===== src/sv/frlr_pkg.sv =====
// Shared types and constants of the fractional linear resampler.
`default_nettype none

package frlr_pkg;

  localparam int unsigned PHASE_W    = 21;
  localparam int unsigned STEP_W     = 20;
  localparam int unsigned OUT_W      = 16;
  localparam logic [STEP_W-1:0] STEP_RESET = 20'd73881;
  localparam int SAT_MAX = 32767;
  localparam int SAT_MIN = -32768;

  // One back-end operation; the final op of every item shifts the bracket.
  typedef struct packed {
    logic               emit;
    logic               last;
    logic               mix;
    logic [PHASE_W-2:0] frac;
  } op_t;

endpackage

`default_nettype wire


===== src/sv/frlr_fifo.sv =====
// Small register queue between the sequencer front end and the datapath.
`default_nettype none

module frlr_fifo #(
  parameter int unsigned WIDTH = 8,
  parameter int unsigned DEPTH = 4
) (
  input  wire logic             clk_i,
  input  wire logic             rst_ni,
  input  wire logic             push_i,
  input  wire logic [WIDTH-1:0] wdata_i,
  output logic                  full_o,
  input  wire logic             pop_i,
  output logic                  empty_o,
  output logic [WIDTH-1:0]      rdata_o
);

  localparam int unsigned AW = (DEPTH > 1) ? $clog2(DEPTH) : 1;
  localparam int unsigned CW = $clog2(DEPTH + 1);

  logic [WIDTH-1:0] mem_q [DEPTH];
  logic [AW-1:0]    wr_ptr_q, wr_ptr_d;
  logic [AW-1:0]    rd_ptr_q, rd_ptr_d;
  logic [CW-1:0]    count_q, count_d;
  logic             do_push, do_pop;

  assign full_o  = (count_q == CW'(DEPTH));
  assign empty_o = (count_q == '0);
  assign rdata_o = mem_q[rd_ptr_q];
  assign do_push = push_i && !full_o;
  assign do_pop  = pop_i && !empty_o;

  always_comb begin
    wr_ptr_d = wr_ptr_q;
    rd_ptr_d = rd_ptr_q;
    count_d  = count_q;
    if (do_push) begin
      wr_ptr_d = (wr_ptr_q == AW'(DEPTH - 1)) ? '0 : wr_ptr_q + AW'(1);
    end
    if (do_pop) begin
      rd_ptr_d = (rd_ptr_q == AW'(DEPTH - 1)) ? '0 : rd_ptr_q + AW'(1);
    end
    if (do_push && !do_pop) begin
      count_d = count_q + CW'(1);
    end else if (do_pop && !do_push) begin
      count_d = count_q - CW'(1);
    end
  end

  always_ff @(posedge clk_i or negedge rst_ni) begin
    if (!rst_ni) begin
      wr_ptr_q <= '0;
      rd_ptr_q <= '0;
      count_q  <= '0;
    end else begin
      wr_ptr_q <= wr_ptr_d;
      rd_ptr_q <= rd_ptr_d;
      count_q  <= count_d;
    end
  end

  always_ff @(posedge clk_i) begin
    if (do_push) begin
      mem_q[wr_ptr_q] <= wdata_i;
    end
  end

endmodule

`default_nettype wire


===== src/sv/frlr_front.sv =====
// Front end: takes input transactions, tracks phase and expands each into ops.
`default_nettype none

module frlr_front #(
  parameter int unsigned SAMPLE_BITS = 24,
  parameter int unsigned FRAC_BITS   = 16
) (
  input  wire logic                          clk_i,
  input  wire logic                          rst_ni,
  input  wire logic                          cfg_we_i,
  input  wire logic [frlr_pkg::STEP_W-1:0]   cfg_wdata_i,
  input  wire logic                          in_valid_i,
  output logic                               in_stall_o,
  input  wire logic signed [SAMPLE_BITS-1:0] chip_sample_i,
  input  wire logic signed [SAMPLE_BITS-1:0] bank_two_sample_i,
  input  wire logic                          mix_both_i,
  input  wire logic                          q_full_i,
  output logic                               q_push_o,
  output frlr_pkg::op_t                      q_op_o,
  output logic signed [SAMPLE_BITS-1:0]      q_s1_o,
  output logic signed [SAMPLE_BITS-1:0]      q_s2_o
);

  import frlr_pkg::*;

  localparam logic [PHASE_W-1:0] PhaseOne = PHASE_W'(1) << FRAC_BITS;
  localparam logic [STEP_W-1:0]  StepMin  = STEP_W'(1) << (FRAC_BITS - 4);

  logic                          cur_valid_q, cur_valid_d;
  logic signed [SAMPLE_BITS-1:0] cur_s1_q, cur_s2_q;
  logic                          cur_mix_q;
  logic [PHASE_W-1:0]            phase_q, phase_d;
  logic [STEP_W-1:0]             step_q;
  logic [STEP_W-1:0]             step_eff;
  logic [PHASE_W-1:0]            phase_adv;
  logic                          emit, last, done, accept;

  assign step_eff  = (step_q < StepMin) ? StepMin : step_q;
  assign phase_adv = phase_q + PHASE_W'(step_eff);
  assign emit      = (phase_q < PhaseOne);
  assign last      = emit && (phase_adv >= PhaseOne);
  assign q_push_o  = cur_valid_q && !q_full_i;
  assign done      = q_push_o && (!emit || last);
  assign in_stall_o = cur_valid_q && !done;
  assign accept    = in_valid_i && !in_stall_o;

  assign q_op_o.emit = emit;
  assign q_op_o.last = last;
  assign q_op_o.mix  = cur_mix_q;
  assign q_op_o.frac = phase_q[PHASE_W-2:0];
  assign q_s1_o      = cur_s1_q;
  assign q_s2_o      = cur_s2_q;

  always_comb begin
    phase_d = phase_q;
    if (q_push_o) begin
      if (!emit) begin
        phase_d = phase_q - PhaseOne;
      end else if (last) begin
        phase_d = phase_adv - PhaseOne;
      end else begin
        phase_d = phase_adv;
      end
    end
    if (accept) begin
      cur_valid_d = 1'b1;
    end else if (done) begin
      cur_valid_d = 1'b0;
    end else begin
      cur_valid_d = cur_valid_q;
    end
  end

  always_ff @(posedge clk_i or negedge rst_ni) begin
    if (!rst_ni) begin
      cur_valid_q <= 1'b0;
      phase_q     <= '0;
      step_q      <= STEP_RESET;
    end else begin
      cur_valid_q <= cur_valid_d;
      phase_q     <= phase_d;
      if (cfg_we_i) begin
        step_q <= cfg_wdata_i;
      end
    end
  end

  always_ff @(posedge clk_i) begin
    if (accept) begin
      cur_s1_q  <= chip_sample_i;
      cur_s2_q  <= bank_two_sample_i;
      cur_mix_q <= mix_both_i;
    end
  end

endmodule

`default_nettype wire


===== src/sv/frlr_back.sv =====
// Back end: bracket registers, two-stage interpolate/average/saturate datapath.
`default_nettype none

module frlr_back #(
  parameter int unsigned SAMPLE_BITS = 24,
  parameter int unsigned FRAC_BITS   = 16
) (
  input  wire logic                          clk_i,
  input  wire logic                          rst_ni,
  input  wire logic                          q_empty_i,
  output logic                               q_pop_o,
  input  wire frlr_pkg::op_t                 q_op_i,
  input  wire logic signed [SAMPLE_BITS-1:0] q_s1_i,
  input  wire logic signed [SAMPLE_BITS-1:0] q_s2_i,
  output logic                               out_valid_o,
  input  wire logic                          out_stall_i,
  output logic signed [frlr_pkg::OUT_W-1:0]  out_sample_o,
  output logic                               last_of_run_o
);

  import frlr_pkg::*;

  localparam int unsigned DW = SAMPLE_BITS + 1;
  localparam int unsigned PW = SAMPLE_BITS + FRAC_BITS + 2;
  localparam int unsigned VW = SAMPLE_BITS + 3;

  logic signed [SAMPLE_BITS-1:0] old1_q, new1_q, old2_q, new2_q;

  logic                          a_valid_q, a_valid_d;
  logic signed [PW-1:0]          prod1_q, prod2_q;
  logic signed [SAMPLE_BITS-1:0] base1_q, base2_q;
  logic                          a_mix_q, a_last_q;

  logic                          o_valid_q, o_valid_d;
  logic signed [OUT_W-1:0]       o_sample_q;
  logic                          o_last_q;

  logic                          adv_b, shift;
  logic signed [DW-1:0]          diff1, diff2;
  logic signed [FRAC_BITS:0]     frac_s;
  logic signed [PW-1:0]          prod1, prod2;
  logic signed [VW-1:0]          q1, q2, v1, v2, sum, rnd, sum_r, avg, sel;
  logic signed [OUT_W-1:0]       sat;

  assign adv_b   = !o_valid_q || !out_stall_i;
  assign q_pop_o = !q_empty_i && (!a_valid_q || adv_b);
  assign shift   = q_pop_o && (!q_op_i.emit || q_op_i.last);

  // Stage A: weighted differences of both banks
  assign diff1  = DW'(new1_q) - DW'(old1_q);
  assign diff2  = DW'(new2_q) - DW'(old2_q);
  assign frac_s = {1'b0, q_op_i.frac[FRAC_BITS-1:0]};
  assign prod1  = PW'(diff1) * PW'(frac_s);
  assign prod2  = PW'(diff2) * PW'(frac_s);

  // Stage B: floor shift, add base, average toward zero (mix only), saturate
  always_comb begin
    q1    = VW'(prod1_q >>> FRAC_BITS);
    q2    = VW'(prod2_q >>> FRAC_BITS);
    v1    = VW'(base1_q) + q1;
    v2    = VW'(base2_q) + q2;
    sum   = v1 + v2;
    rnd   = {{(VW-1){1'b0}}, sum[VW-1] & sum[0]};
    sum_r = sum + rnd;
    avg   = sum_r >>> 1;
    sel   = a_mix_q ? avg : v1;
    priority if (sel > VW'(SAT_MAX)) begin
      sat = OUT_W'(SAT_MAX);
    end else if (sel < VW'(SAT_MIN)) begin
      sat = OUT_W'(SAT_MIN);
    end else begin
      sat = sel[OUT_W-1:0];
    end
  end

  always_comb begin
    a_valid_d = a_valid_q;
    if (q_pop_o) begin
      a_valid_d = q_op_i.emit;
    end else if (adv_b) begin
      a_valid_d = 1'b0;
    end
    o_valid_d = adv_b ? a_valid_q : o_valid_q;
  end

  always_ff @(posedge clk_i or negedge rst_ni) begin
    if (!rst_ni) begin
      a_valid_q <= 1'b0;
      o_valid_q <= 1'b0;
      old1_q    <= '0;
      new1_q    <= '0;
      old2_q    <= '0;
      new2_q    <= '0;
    end else begin
      a_valid_q <= a_valid_d;
      o_valid_q <= o_valid_d;
      if (shift) begin
        old1_q <= new1_q;
        new1_q <= q_s1_i;
        if (q_op_i.mix) begin
          old2_q <= new2_q;
          new2_q <= q_s2_i;
        end
      end
    end
  end

  always_ff @(posedge clk_i) begin
    if (q_pop_o && q_op_i.emit) begin
      prod1_q  <= prod1;
      prod2_q  <= prod2;
      base1_q  <= old1_q;
      base2_q  <= old2_q;
      a_mix_q  <= q_op_i.mix;
      a_last_q <= q_op_i.last;
    end
    if (adv_b && a_valid_q) begin
      o_sample_q <= sat;
      o_last_q   <= a_last_q;
    end
  end

  assign out_valid_o   = o_valid_q;
  assign out_sample_o  = o_sample_q;
  assign last_of_run_o = o_last_q;

endmodule

`default_nettype wire


===== src/sv/fractional_linear_resampler.sv =====
// Top level: fractional linear resampler, front sequencer + op queue + datapath.
// First result path: front register, op queue, stage A register, output register.
// Throughput: front issues one op per cycle if the queue has room; a transaction
//   of n results takes max(n,1) ops; results leave one per cycle if not stalled.
// Reset: phase, bracket samples and queue clear; phase_step returns to 73881.
`default_nettype none

module fractional_linear_resampler #(
  parameter int unsigned SAMPLE_BITS = 24,
  parameter int unsigned FRAC_BITS   = 16,
  parameter int unsigned QUEUE_DEPTH = 4
) (
  input  wire logic                          clk_i,
  input  wire logic                          rst_ni,
  input  wire logic                          cfg_we_i,
  input  wire logic [frlr_pkg::STEP_W-1:0]   cfg_wdata_i,
  input  wire logic                          in_valid_i,
  output logic                               in_stall_o,
  input  wire logic signed [SAMPLE_BITS-1:0] chip_sample_i,
  input  wire logic signed [SAMPLE_BITS-1:0] bank_two_sample_i,
  input  wire logic                          mix_both_i,
  output logic                               out_valid_o,
  input  wire logic                          out_stall_i,
  output logic signed [frlr_pkg::OUT_W-1:0]  out_sample_o,
  output logic                               last_of_run_o
);

  import frlr_pkg::*;

  localparam int unsigned QW = $bits(op_t) + 2 * SAMPLE_BITS;

  logic                          q_push, q_pop, q_full, q_empty;
  op_t                           push_op, pop_op;
  logic signed [SAMPLE_BITS-1:0] push_s1, push_s2, pop_s1, pop_s2;
  logic [QW-1:0]                 q_wdata, q_rdata;

  assign q_wdata = {push_op, push_s1, push_s2};
  assign pop_op  = q_rdata[QW-1 -: $bits(op_t)];
  assign pop_s1  = q_rdata[2*SAMPLE_BITS-1 -: SAMPLE_BITS];
  assign pop_s2  = q_rdata[SAMPLE_BITS-1:0];

  frlr_front #(
    .SAMPLE_BITS(SAMPLE_BITS),
    .FRAC_BITS  (FRAC_BITS)
  ) u_front (
    .clk_i            (clk_i),
    .rst_ni           (rst_ni),
    .cfg_we_i         (cfg_we_i),
    .cfg_wdata_i      (cfg_wdata_i),
    .in_valid_i       (in_valid_i),
    .in_stall_o       (in_stall_o),
    .chip_sample_i    (chip_sample_i),
    .bank_two_sample_i(bank_two_sample_i),
    .mix_both_i       (mix_both_i),
    .q_full_i         (q_full),
    .q_push_o         (q_push),
    .q_op_o           (push_op),
    .q_s1_o           (push_s1),
    .q_s2_o           (push_s2)
  );

  frlr_fifo #(
    .WIDTH(QW),
    .DEPTH(QUEUE_DEPTH)
  ) u_queue (
    .clk_i  (clk_i),
    .rst_ni (rst_ni),
    .push_i (q_push),
    .wdata_i(q_wdata),
    .full_o (q_full),
    .pop_i  (q_pop),
    .empty_o(q_empty),
    .rdata_o(q_rdata)
  );

  frlr_back #(
    .SAMPLE_BITS(SAMPLE_BITS),
    .FRAC_BITS  (FRAC_BITS)
  ) u_back (
    .clk_i        (clk_i),
    .rst_ni       (rst_ni),
    .q_empty_i    (q_empty),
    .q_pop_o      (q_pop),
    .q_op_i       (pop_op),
    .q_s1_i       (pop_s1),
    .q_s2_i       (pop_s2),
    .out_valid_o  (out_valid_o),
    .out_stall_i  (out_stall_i),
    .out_sample_o (out_sample_o),
    .last_of_run_o(last_of_run_o)
  );

endmodule

`default_nettype wire


===== config.mk =====
export PLATFORM = sky130hd
export DESIGN_NAME = fractional_linear_resampler
export DESIGN_NICKNAME = d
export VERILOG_FILES = /design/src/sv/frlr_pkg.sv /design/src/sv/frlr_fifo.sv /design/src/sv/frlr_front.sv /design/src/sv/frlr_back.sv /design/src/sv/fractional_linear_resampler.sv
export SDC_FILE = /design/constraint.sdc
export NUM_CORES = 2
export LEC_CHECK = 0
export ABC_AREA = 1
export BUFFER_PORTS_ARGS = -buffer_cell sky130_fd_sc_hd__buf_2
export CORE_ASPECT_RATIO = 0.8
export CORE_MARGIN = 10
export CORE_UTILIZATION = 40
export CTS_CLUSTER_DIAMETER = 200
export DETAILED_ROUTE_END_ITERATION = 10
export GPL_TIMING_DRIVEN = 0
export PLACE_DENSITY = 0.59
export SETUP_SLACK_MARGIN = 0.5
export SLEW_MARGIN = 40
export SYNTH_ARGS = -nofsm -noshare
export SYNTH_HDL_FRONTEND = slang
export SYNTH_SLANG_ARGS = --single-unit

===== constraint.sdc =====
create_clock -name clk_i -period 8.5 [get_ports clk_i]
set_input_delay 0.85 -clock clk_i [delete_from_list [all_inputs] [get_ports clk_i]]
set_output_delay 0.85 -clock clk_i [all_outputs]
set_load 0.005 [all_outputs]

==> results.yml <==
timing:
  max_clock_freq_mhz: 122
  slew_headroom: 0.432
  rsz0062_at_grt: "true"
  post-route-min-period_ns: 8.17
  fin_ws_ns: 0.333
  setup_violations: 0
  tightestPinTransition_ns: 0.853
  finClkSkew_ns: 0.0424
  post-route-period-util: 0.961
  hold_viol_final: 0
  slew_viol_final: 0
critical_path:
  slowest_stage: "fa_1"
  crit_type: "reg -> reg"
  path_delay_family: "adder cells"
  worstPathArrival_ns: 8.58
  path_max_fanout: 5
  worstPathBufferInverterCount: 9
  cpPeakStageDelay_ns: 0.55
  r2r-end: "u_back.prod2_q[39]$_DFFE_PP_"
  crit_required_ns: 8.91
  path_common_cell: "fa_1"
  cp-start-kind: "register"
  worst_r2r_path_depth: 36
  rr_startpoint: "u_back.old2_q[2]$_DFFE_PN0P_"
  r2r_slack_ns: 0.33
  critPathCaptureType: "register"
logic_synthesis:
  synth_top_cell_area_share: 0.283
  avgSynthCellArea_sq_um: 8.99
  synth-edff-count: 436
  synth_cell_types: 59
  syn_nets: 7597
  synth_area_leaders: "fa_1, edfxtp_1, inv_1"
  netlist_instances: 6382
  yosysTopAreaCell: "fa_1"
  ys_async_sr_fraction: 0.252
  ys_seq_area_frac: 0.292
  yosys-top-cells-count: "inv_1, nand2_1, fa_1"
  yosysWarnings: 0
  synth_most_common_cell: "inv_1"
  ys_ff_latch: 583
  ys.flop_type: "edfxtp_1"
  synth.cell_area_sq_um: 57400
global_routing:
  grt_max_degree: 71
  grt_pass1_wl_um: 272000
  grt_pass1_vias: 44667
  antenna_found_initial: 7
  track_usage: 0.222
  overflow: 0
placed_design:
  placed_cells: 8395
  place_congestion: 0.988
  pre_cts_ws_ns: -2.36
  port_buffers: 91
  dpl.hpwl_um: 145000
drt:
  remaining_drc_errors: 0
  finalWirelength_um: 179000
  postRouteAntennaNets: 0
  wire_per_inst_um: 20.5
  drt_iter0_drc: 4189
  vias: 44579
  drt-pass1-iter-count: 6
  viasPerCell: 5.12
min_path:
  min_path_type: "in -> reg"
  min_to: "u_front.q_s2_o[21]$_DFFE_PP_"
  hp-start: "bank_two_sample_i[21]"
  whs_path_depth: 1
layout:
  fin_cells: 8712
  syn_to_final_growth_pct: 18.5
  fin_nets: 7993
  multi_input_area_sq_um: 37600
  layout-drive-gt1-share: 0.165
  ff_latch_area_sq_um: 16800
  n_fill_cell: 13532
run_status:
  status: "completed"
die:
  initial_core_util: 0.402
  num_io_pins: 93
  rows: 124
  fp.coreArea_sq_um: 143000
  dieHeight_um: 359
  dieArea_sq_um: 159000
  fp.dieW_um: 443
flow_run:
  maxCapViolations: 0
clocking:
  cts_root_buf: "clkbuf_16"
  clk_latency_ns: 0.63
  cts_max_level: 2
  clk_path_buf_depth: 3
  clkTransAtPathRegs_ns: 0.07
  cts_buffers: 51
  cts.sinks: 583
  cts_tree: "done"
==> per-stage QoR <==
stage	utilization	hold slack [ns]	cell area, sq um	setup TNS, ns
after floorplan	-	0.400	57400	0
after detailed placement	0.428	0.416	61000	-62.35
after global routing	0.476	0.360	68000	0
after global placement	0.422	0.407	60200	-164.80
final	0.476	0.397	68000	0
after CTS	0.464	0.362	66200	0
==> state kept, by name (all words and copies together) (netlist names), 21 cells and up <==
signal and flops:
u_back.new1_q 24, u_front.phase_q 21, u_front.q_s2_o 24, u_back.old1_q 24, u_front.q_s1_o 24, u_back.base2_q 24
u_back.base1_q 24, u_queue.mem_q 268, u_back.new2_q 24, u_back.old2_q 24, u_back.prod1_q 26, u_back.prod2_q 26
==> repair_timing <==
item | CTS | global route
gates resized for setup | 549 | 273
hold buffers | 1 | 0
pin swaps | 194 | 190
setup buffers | 140 | 78
endpoints found under the hold margin | 4 | 0
setup endpoints to repair | 62 | 59
gates cloned | 1 | 0
==> area by class of cell <==
type,count,area share
Antenna cell,2,0.0000736
Clock buffer,61,0.0199
Timing Repair Buffer,343,0.0441
Multi-Input combinational cell,4174,0.553
Tap cell,1890,0.0348
Clock inverter,34,0.00536
Buffer,186,0.0147
Sequential cell,583,0.247
Inverter,1439,0.0812
==> worst max path at each step <==
stage                                    start                            to  depth (start not counted)
5_1_grt           u_back.old1_q[0]$_DFFE_PN0P_  u_back.prod1_q[40]$_DFFE_PP_                         41
3_5_place_dp   u_queue.rd_ptr_q[0]$_DFFE_PN0P_  u_back.prod2_q[40]$_DFFE_PP_                         29
4_1_cts           u_back.old2_q[0]$_DFFE_PN0P_  u_back.prod2_q[40]$_DFFE_PP_                         40
3_3_place_gp   u_queue.rd_ptr_q[0]$_DFFE_PN0P_  u_back.prod2_q[40]$_DFFE_PP_                         28
2_1_floorplan     u_back.old1_q[0]$_DFFE_PN0P_  u_back.prod1_q[40]$_DFFE_PP_                         41
6_report          u_back.old2_q[2]$_DFFE_PN0P_  u_back.prod2_q[39]$_DFFE_PP_                         36
==> logic make-up after synthesis <==
logic type,after synthesis,share of synthesized area
muxes,10,0.00192
adders and majority gates,1141,0.355
DFF,583,0.292
AOI/OAI and AO/OA,707,0.0676
and+or+nand+nor,2179,0.155
xor gates and xnor gates,137,0.0214
buffers and inverters,1625,0.107
==> layer usage <==
metal  wire length, um  GRT usage
met5                23          0
met4              6050     0.0622
met3             18000     0.0622
met2             75000      0.325
met1             79800      0.321
==> worst register-to-register path: cells and delay by family (launching register included) <==
kind	cells	cell delay, ns
AND/OR/NAND/NOR	3	0.36
flip-flops	1	0.40
buffers and inverters	9	1.06
AO/OA/AOI/OAI	14	2.28
XOR/XNOR	2	0.57
adder cells (fa/ha/maj)	8	3.30
==> cell usage in the layout, fill, tap and decap left out, types with 34 or more instances in the layout <==
cell,instances
or2_2,41
clkbuf_2,56
buf_4,194
inv_1,1349
edfxtp_1,436
nand4_1,40
buf_2,98
xor2_1,40
nand2_2,59
dfrtp_1,141
a21oi_1,211
clkbuf_1,91
nor2_4,34
nand2_1,1082
o21ai_0,227
inv_2,51
ha_4,55
nand2_4,37
a21oi_2,46
nor2_1,618
fa_1,783
xnor2_1,43
nand3_1,163
ha_1,270
clkbuf_16,53
o22ai_1,51
Power is left out: the tool's default activity adds up to more than one toggle a clock period on the data nets, which glitch-free logic cannot reach.
